==> config.mk <==
export PLATFORM = sky130hd
export DESIGN_NAME = conditional_extend_unit
export DESIGN_NICKNAME = d
export VERILOG_FILES = /design/src/rtl/cext_pkg.sv /design/src/rtl/conditional_extend_unit.sv /design/src/rtl/cext_decode.sv /design/src/rtl/cext_extend.sv /design/src/rtl/cext_accum.sv
export SDC_FILE = /design/constraint.sdc
export NUM_CORES = 1
export LEC_CHECK = 0
export BUFFER_PORTS_ARGS = -buffer_cell sky130_fd_sc_hd__buf_2
export CAP_MARGIN = 40
export CORE_MARGIN = 2
export CORE_UTILIZATION = 34
export CTS_BUF_LIST = sky130_fd_sc_hd__clkbuf_4
export DETAILED_ROUTE_END_ITERATION = 16
export GPL_ROUTABILITY_DRIVEN = 0
export PLACE_DENSITY_LB_ADDON = 0.15
export SYNTH_ARGS = -nofsm -noshare
export SYNTH_HDL_FRONTEND = slang
export SYNTH_SLANG_ARGS = --single-unit
==> constraint.sdc <==
create_clock -name clk -period 2.6 [get_ports clk]
set_input_delay 0.39 -clock clk [delete_from_list [all_inputs] [get_ports clk]]
set_output_delay 0.39 -clock clk [all_outputs]
set_load 0.03 [all_outputs]
==> src/rtl/cext_pkg.sv <==
`default_nettype none

package cext_pkg;

    localparam int unsigned DataWidth = 32;
    localparam int unsigned HalfWidth = 16;
    localparam int unsigned ByteWidth = 8;
    localparam int unsigned RegIdxWidth = 4;
    localparam int unsigned CodeWidth = 4;
    localparam int unsigned RotWidth = 2;
    localparam int unsigned PipeDepth = 3;

    typedef enum logic [CodeWidth-1:0] {
        FUNC_SXTAB16 = 4'd0,
        FUNC_UXTAB16 = 4'd1,
        FUNC_SXTB16  = 4'd2,
        FUNC_UXTB16  = 4'd3,
        FUNC_SXTAB   = 4'd4,
        FUNC_UXTAB   = 4'd5,
        FUNC_SXTB    = 4'd6,
        FUNC_UXTB    = 4'd7,
        FUNC_SXTAH   = 4'd8,
        FUNC_UXTAH   = 4'd9,
        FUNC_SXTH    = 4'd10,
        FUNC_UXTH    = 4'd11
    } func_t;

    typedef enum logic [CodeWidth-1:0] {
        COND_EQ = 4'd0,
        COND_NE = 4'd1,
        COND_HS = 4'd2,
        COND_LO = 4'd3,
        COND_MI = 4'd4,
        COND_PL = 4'd5,
        COND_VS = 4'd6,
        COND_VC = 4'd7,
        COND_HI = 4'd8,
        COND_LS = 4'd9,
        COND_GE = 4'd10,
        COND_LT = 4'd11,
        COND_GT = 4'd12,
        COND_LE = 4'd13,
        COND_AL = 4'd14,
        COND_NV = 4'd15
    } cond_t;

    typedef enum logic [RotWidth-1:0] {
        ROT_0  = 2'd0,
        ROT_8  = 2'd1,
        ROT_16 = 2'd2,
        ROT_24 = 2'd3
    } rot_t;

    typedef struct packed {
        logic [CodeWidth-1:0]   func;
        logic [CodeWidth-1:0]   cond_code;
        logic                   flag_n;
        logic                   flag_z;
        logic                   flag_c;
        logic                   flag_v;
        logic [DataWidth-1:0]   rm_value;
        logic [DataWidth-1:0]   rn_value;
        logic [RotWidth-1:0]    rot_sel;
        logic [RegIdxWidth-1:0] dest_index;
    } cmd_t;

    typedef struct packed {
        logic [DataWidth-1:0]   result_value;
        logic [RegIdxWidth-1:0] result_dest;
        logic                   write_enable;
    } result_t;

    typedef struct packed {
        logic                   valid;
        logic                   pass;
        logic [CodeWidth-1:0]   func;
        logic [DataWidth-1:0]   rot_value;
        logic [DataWidth-1:0]   rn_value;
        logic [RegIdxWidth-1:0] dest;
    } decode_stage_t;

    typedef struct packed {
        logic                   valid;
        logic                   write_enable;
        logic                   dual;
        logic [DataWidth-1:0]   operand_a;
        logic [DataWidth-1:0]   operand_b;
        logic [RegIdxWidth-1:0] dest;
    } extend_stage_t;

endpackage

`default_nettype wire

==> src/rtl/conditional_extend_unit.sv <==
// An accepted transaction passes through the decode, extend and accumulate registers in order,
// and result_valid rises together with the result once the accumulate register holds it.
// Throughput: one transaction per cycle through three register stages
// (condition and rotate, extend, add); busy is always low since the receiver cannot stall.
// Reset: rst_n clears every stage valid bit asynchronously; data registers are not reset.
`default_nettype none

module conditional_extend_unit (
    input  wire                      clk,
    input  wire                      rst_n,
    input  wire                      start,
    output logic                     busy,
    input  wire cext_pkg::cmd_t      cmd,
    output logic                     result_valid,
    output cext_pkg::result_t        result
);
    import cext_pkg::*;

    logic          accept;
    decode_stage_t decode_stage;
    extend_stage_t extend_stage;

    assign busy   = 1'b0;
    assign accept = start && !busy;

    cext_decode u_decode (
        .clk      (clk),
        .rst_n    (rst_n),
        .in_valid (accept),
        .cmd      (cmd),
        .stage    (decode_stage)
    );

    cext_extend u_extend (
        .clk       (clk),
        .rst_n     (rst_n),
        .in_stage  (decode_stage),
        .out_stage (extend_stage)
    );

    cext_accum u_accum (
        .clk          (clk),
        .rst_n        (rst_n),
        .in_stage     (extend_stage),
        .result_valid (result_valid),
        .result       (result)
    );

    a_latency: assert property (@(posedge clk) disable iff (!rst_n)
        accept |-> ##3 result_valid)
        else $error("Accepted transaction did not complete in three cycles.");

    a_never_cond: assert property (@(posedge clk) disable iff (!rst_n)
        (accept && (cmd.cond_code == COND_NV)) |-> ##3 !result.write_enable)
        else $error("Never condition produced a write.");

    a_dest_passes: assert property (@(posedge clk) disable iff (!rst_n)
        accept |-> ##3 (result.result_dest == $past(cmd.dest_index, 3)))
        else $error("Destination index changed through the pipeline.");

endmodule

`default_nettype wire

==> src/rtl/cext_decode.sv <==
`default_nettype none

module cext_decode (
    input  wire                     clk,
    input  wire                     rst_n,
    input  wire                     in_valid,
    input  wire cext_pkg::cmd_t     cmd,
    output cext_pkg::decode_stage_t stage
);
    import cext_pkg::*;

    logic                 cond_ok;
    logic                 func_ok;
    logic [DataWidth-1:0] rot_value;
    logic                 valid_reg;
    logic                 valid_next;
    decode_stage_t        data_reg;
    decode_stage_t        data_next;

    always_comb
    begin
        unique case (cmd.cond_code)
            COND_EQ: cond_ok = cmd.flag_z;
            COND_NE: cond_ok = !cmd.flag_z;
            COND_HS: cond_ok = cmd.flag_c;
            COND_LO: cond_ok = !cmd.flag_c;
            COND_MI: cond_ok = cmd.flag_n;
            COND_PL: cond_ok = !cmd.flag_n;
            COND_VS: cond_ok = cmd.flag_v;
            COND_VC: cond_ok = !cmd.flag_v;
            COND_HI: cond_ok = cmd.flag_c && !cmd.flag_z;
            COND_LS: cond_ok = !cmd.flag_c || cmd.flag_z;
            COND_GE: cond_ok = (cmd.flag_n == cmd.flag_v);
            COND_LT: cond_ok = (cmd.flag_n != cmd.flag_v);
            COND_GT: cond_ok = !cmd.flag_z && (cmd.flag_n == cmd.flag_v);
            COND_LE: cond_ok = cmd.flag_z || (cmd.flag_n != cmd.flag_v);
            COND_AL: cond_ok = 1'b1;
            default: cond_ok = 1'b0;
        endcase
    end

    assign func_ok = (cmd.func <= FUNC_UXTH);

    always_comb
    begin
        unique case (cmd.rot_sel)
            ROT_0:   rot_value = cmd.rm_value;
            ROT_8:   rot_value = {cmd.rm_value[7:0], cmd.rm_value[31:8]};
            ROT_16:  rot_value = {cmd.rm_value[15:0], cmd.rm_value[31:16]};
            default: rot_value = {cmd.rm_value[23:0], cmd.rm_value[31:24]};
        endcase
    end

    always_comb
    begin
        valid_next          = in_valid;
        data_next.valid     = in_valid;
        data_next.pass      = cond_ok && func_ok;
        data_next.func      = cmd.func;
        data_next.rot_value = rot_value;
        data_next.rn_value  = cmd.rn_value;
        data_next.dest      = cmd.dest_index;
    end

    always_ff @(posedge clk or negedge rst_n)
    begin
        if (!rst_n)
        begin
            valid_reg <= 1'b0;
        end
        else
        begin
            valid_reg <= valid_next;
        end
    end

    always_ff @(posedge clk)
    begin
        data_reg <= data_next;
    end

    always_comb
    begin
        stage       = data_reg;
        stage.valid = valid_reg;
    end

endmodule

`default_nettype wire

==> src/rtl/cext_extend.sv <==
`default_nettype none

module cext_extend (
    input  wire                          clk,
    input  wire                          rst_n,
    input  wire cext_pkg::decode_stage_t in_stage,
    output cext_pkg::extend_stage_t      out_stage
);
    import cext_pkg::*;

    logic [ByteWidth-1:0] byte0;
    logic [ByteWidth-1:0] byte2;
    logic [HalfWidth-1:0] half0;
    logic [DataWidth-1:0] operand_a;
    logic                 accumulate;
    logic                 dual;
    logic                 valid_reg;
    logic                 valid_next;
    extend_stage_t        data_reg;
    extend_stage_t        data_next;

    assign byte0 = in_stage.rot_value[7:0];
    assign byte2 = in_stage.rot_value[23:16];
    assign half0 = in_stage.rot_value[15:0];

    always_comb
    begin
        operand_a  = '0;
        accumulate = 1'b0;
        dual       = 1'b0;
        unique case (in_stage.func) inside
            FUNC_SXTAB16, FUNC_SXTB16:
            begin
                operand_a  = {{ByteWidth{byte2[7]}}, byte2, {ByteWidth{byte0[7]}}, byte0};
                dual       = 1'b1;
                accumulate = (in_stage.func == FUNC_SXTAB16);
            end
            FUNC_UXTAB16, FUNC_UXTB16:
            begin
                operand_a  = {{ByteWidth{1'b0}}, byte2, {ByteWidth{1'b0}}, byte0};
                dual       = 1'b1;
                accumulate = (in_stage.func == FUNC_UXTAB16);
            end
            FUNC_SXTAB, FUNC_SXTB:
            begin
                operand_a  = {{(DataWidth-ByteWidth){byte0[7]}}, byte0};
                accumulate = (in_stage.func == FUNC_SXTAB);
            end
            FUNC_UXTAB, FUNC_UXTB:
            begin
                operand_a  = {{(DataWidth-ByteWidth){1'b0}}, byte0};
                accumulate = (in_stage.func == FUNC_UXTAB);
            end
            FUNC_SXTAH, FUNC_SXTH:
            begin
                operand_a  = {{HalfWidth{half0[15]}}, half0};
                accumulate = (in_stage.func == FUNC_SXTAH);
            end
            FUNC_UXTAH, FUNC_UXTH:
            begin
                operand_a  = {{HalfWidth{1'b0}}, half0};
                accumulate = (in_stage.func == FUNC_UXTAH);
            end
            default:
            begin
                operand_a  = '0;
                accumulate = 1'b0;
                dual       = 1'b0;
            end
        endcase
    end

    always_comb
    begin
        valid_next             = in_stage.valid;
        data_next.valid        = in_stage.valid;
        data_next.write_enable = in_stage.pass;
        data_next.dual         = dual;
        data_next.operand_a    = in_stage.pass ? operand_a : '0;
        data_next.operand_b    = (in_stage.pass && accumulate) ? in_stage.rn_value : '0;
        data_next.dest         = in_stage.dest;
    end

    always_ff @(posedge clk or negedge rst_n)
    begin
        if (!rst_n)
        begin
            valid_reg <= 1'b0;
        end
        else
        begin
            valid_reg <= valid_next;
        end
    end

    always_ff @(posedge clk)
    begin
        data_reg <= data_next;
    end

    always_comb
    begin
        out_stage       = data_reg;
        out_stage.valid = valid_reg;
    end

endmodule

`default_nettype wire

==> src/rtl/cext_accum.sv <==
`default_nettype none

module cext_accum (
    input  wire                          clk,
    input  wire                          rst_n,
    input  wire cext_pkg::extend_stage_t in_stage,
    output logic                         result_valid,
    output cext_pkg::result_t            result
);
    import cext_pkg::*;

    logic [HalfWidth-1:0] sum_lo;
    logic [HalfWidth-1:0] sum_hi;
    logic [DataWidth-1:0] sum_full;
    logic                 result_valid_reg;
    logic                 result_valid_next;
    result_t              result_reg;
    result_t              result_next;

    assign sum_lo   = in_stage.operand_a[15:0] + in_stage.operand_b[15:0];
    assign sum_hi   = in_stage.operand_a[31:16] + in_stage.operand_b[31:16];
    assign sum_full = in_stage.operand_a + in_stage.operand_b;

    always_comb
    begin
        result_valid_next        = in_stage.valid;
        result_next.result_value = in_stage.dual ? {sum_hi, sum_lo} : sum_full;
        result_next.result_dest  = in_stage.dest;
        result_next.write_enable = in_stage.write_enable;
    end

    always_ff @(posedge clk or negedge rst_n)
    begin
        if (!rst_n)
        begin
            result_valid_reg <= 1'b0;
        end
        else
        begin
            result_valid_reg <= result_valid_next;
        end
    end

    always_ff @(posedge clk)
    begin
        result_reg <= result_next;
    end

    assign result_valid = result_valid_reg;
    assign result       = result_reg;

    a_disabled_zero: assert property (@(posedge clk) disable iff (!rst_n)
        (result_valid && !result.write_enable) |-> (result.result_value == '0))
        else $error("Failed transaction carries a nonzero result.");

endmodule

`default_nettype wire

==> metrics <==
Slew Limit Headroom 0.5939; I/O pin count 124; Flop pwr share 0.554; chain of cells forming the critical path ha_2 > inv_1 > fa_1 > and2b_1 > o2111ai_2 > and4b_2 > o32ai_4 > a21oi_2 > o21ai_1 > xor2_1; Routed WL 14.40 mm; Endpoint, Worst Hold u_decode.stage[72]$_DFF_P_; clk root buf clkbuf_4; H-tree level count 4; fin crit period 2.437 ns; proportion of total power due to net switching 0.2672; number of placement rows 50; internal portion of total power 0.003778 W; Die Outline Area 0.02010 sq mm; footprint of the flip-flops and latches 0.003378 sq mm; commonest cells after routing, fill and taps aside 165 x dfxtp_1, 122 x buf_2, 49 x nand2_1; clock share of power 0.301; total of endpoints with negative setup slack in the final report 0; multi-input gate area in the final layout 0.002954 sq mm; status completed; via-per-instance ratio 4.828; synthesized area divided by synthesized cell count 11.15 sq um; Port Buffers 122; buffers plus inverters on the worst setup path 1; overall die height 141.8 microns; CP Depth 10; setup slack of the worst register-to-register path 0.16 ns; worst reg2reg startpoint u_extend.out_stage[4]$_SDFF_PN0_; router iterations before antenna repair 5; worst hold stages 2; cell area after synthesis 0.006455 sq mm; number of antenna-violating nets in the routed design 0; maximum number of buffers from clock root to sink 2; maximum fanout encountered on the critical timing path 3; count of synthesis-stage warnings from yosys 0; Hold/Removal Path Class in -> reg; initial detailed-routing violation count 378; number of synthesized register bits 168; pwr dens 644.4 mW/mm^2; number of global-route vias before repair 4889; layout-stage area growth over the synthesis result 23.92%; number of instances in the synthesized netlist 579; final setup skew 0.01788 ns; start-to-end type of the worst setup path reg -> reg; clock slew seen by the registers of the worst setup and hold paths 0.12 ns; number of cells after detailed placement 912; Worst IR Drop VDD 0.0002623 V; DRC 0; unrepaired setup endpoints after global routing no; slowest library cell on the worst path fa_1; share of final-layout standard cells stronger than drive strength 1 0.2500; wire length per cell after detailed routing 14.58 microns; worst hold margin 0.08695 ns; clock buffer count from CTS 17; delay of the slowest cell on the worst path 0.39 ns; number of flip-flops in the largest register 65; Max Transition Viols Final 0; Floorplan Core Area 0.01864 sq mm; Critical Path AT 2.91 ns; worst min-delay path startpoint cmd[77]; required time reported for the critical path endpoint 3.08 ns; Peak Freq 0.4103 GHz; fraction of the cycle the final worst path needs 0.9374; syn_nets 697; share of synthesized area occupied by flip-flops and latches 0.5234; number of library cell types mapped by synthesis 61; worst reg2reg path endpoint u_accum.result[33]$_DFF_P_; net load switching power 0.001377 W; starting utilization of the core area 0.3462; critical path capture point type flop; final core utilization 0.4291; R2R cell count 10; overall track demand over capacity in global routing 0.1493; first-pass GRT wire length 23.72 mm; Clock Sinks 168; routed via count 4765; die width 141.8 microns; most common library cell in the layout ignoring fill and taps dfxtp_1; clock latency of the later-clocked register in the worst-skew pair 0.55 ns; Post-synth top flop dfxtp_1; # Max-Cap Violations 0; maximum number of pins on one net before global-route repair 33; post-route setup TNS 0 ns; Least-Margin Pin Slew 0.6092 ns; portion of total power attributed to combinational logic 0.145; Net count, final 858; Post-synth EDFFs 0; CP startpoint kind flop; final instance count without filler cells 987; final HPWL from detailed placement 11.07 mm; hold violation total from the final report 0; total power of the final layout 0.005155 W; fraction of registers with async set or reset after synthesis 0.01786; clock tree from TritonCTS yes; CP top delay family compound AO/OA/AOI/OAI gates; fillcell total 1804; global route total overflow 0; static leakage 3.513 nW; number of antenna violations at the first check in global routing 1
==> worst max path at each step <==
stage | startpoint | to | slack [ns]
2_1_floorplan | u_extend.out_stage[4]$_SDFF_PN0_ | u_accum.result[35]$_DFF_P_ | 0.29
3_3_place_gp | u_extend.out_stage[4]$_SDFF_PN0_ | u_accum.result[35]$_DFF_P_ | 0.13
3_5_place_dp | u_extend.out_stage[4]$_SDFF_PN0_ | u_accum.result[35]$_DFF_P_ | 0.09
4_1_cts | u_extend.out_stage[4]$_SDFF_PN0_ | u_accum.result[35]$_DFF_P_ | 0.05
5_1_grt | u_extend.out_stage[36]$_SDFF_PN0_ | u_accum.result[33]$_DFF_P_ | 0.02
6_report | u_extend.out_stage[4]$_SDFF_PN0_ | u_accum.result[33]$_DFF_P_ | 0.16
==> cells in the mapped netlist (11+ instances only) <==
cell,number,area share
dfxtp_1,165,0.51
nand2_1,49,0.028
a21oi_1,37,0.029
and2_1,32,0.031
ha_1,31,0.060
nor2_1,28,0.016
mux4_2,24,0.084
o21ai_0,17,0.013
xor2_1,17,0.023
xnor2_1,16,0.022
buf_2,11,0.0085
clkbuf_1,11,0.0064
==> power by group through the flow <==
stage                     clock, W  combinational (W)  sequential (W)
final                      0.00155           0.000749         0.00285
after CTS                  0.00162           0.000749         0.00286
after detailed placement         0           0.000698         0.00292
after floorplan                  0           0.000342         0.00302
after global placement           0           0.000693         0.00291
after global routing       0.00172           0.000811         0.00288
==> cell families (layout without fill, tap and decap cells) <==
group,after synthesis,after routing,synth area share
flip-flops,168,168,0.5234
AND/OR/NAND/NOR,157,157,0.1239
AO/OA/AOI/OAI,129,129,0.1328
adder cells (fa/ha/maj),33,33,0.06629
XOR/XNOR,33,33,0.04478
buffers and inverters,32,205,0.02152
multiplexers,26,26,0.08684
other,1,2,0.0005810
==> metrics by stage <==
step | setup slack [ns] | area (sq um)
2_1_floorplan | 0.2900 | 6455
3_3_place_gp | 0.1294 | 7261
3_5_place_dp | 0.09070 | 7261
4_1_cts | 0.05328 | 7973
5_1_grt | 0.02073 | 7999
6_report | 0.1626 | 7999
==> routing by layer <==
| layer | global-route usage | routed length, microns | up-vias |
|---|---|---|---|
| li1 | - | - | 2387 |
| met1 | 0.1965 | 6928 | 2213 |
| met2 | 0.2358 | 6522 | 149 |
| met3 | 0.04016 | 742 | 16 |
| met4 | 0.05632 | 202 | 0 |
| met5 | 0 | 0 | - |
==> layout make-up <==
type / instances / area share
antenna: 1 / 0.0003128
clock inverter: 12 / 0.01861
multi-input combinational: 379 / 0.3693
inverter: 7 / 0.003285
sequential: 168 / 0.4223
tap: 234 / 0.03660
timing repair buffer: 167 / 0.1317
clock buffer: 19 / 0.01783
==> worst reg2reg max path, delay by kind of cell (launching register included) <==
family | cells | cell delay (ns)
flip-flops | 1 | 0.34
XOR/XNOR | 1 | 0.15
AND/OR/NAND/NOR | 2 | 0.53
adder cells (fa/ha/maj) | 2 | 0.58
AO/OA/AOI/OAI | 4 | 0.73
buffers and inverters | 1 | 0.05
==> repair_timing <==
action                                  4_1_cts  5_1_grt
endpoints found under the setup margin        0        3
resized for setup                             0        5
hold endpoints to repair                     44        0
setup buffers                                 0        1
hold buffers                                 42        0
No activity file was read; power rests on OpenSTA's default activity.
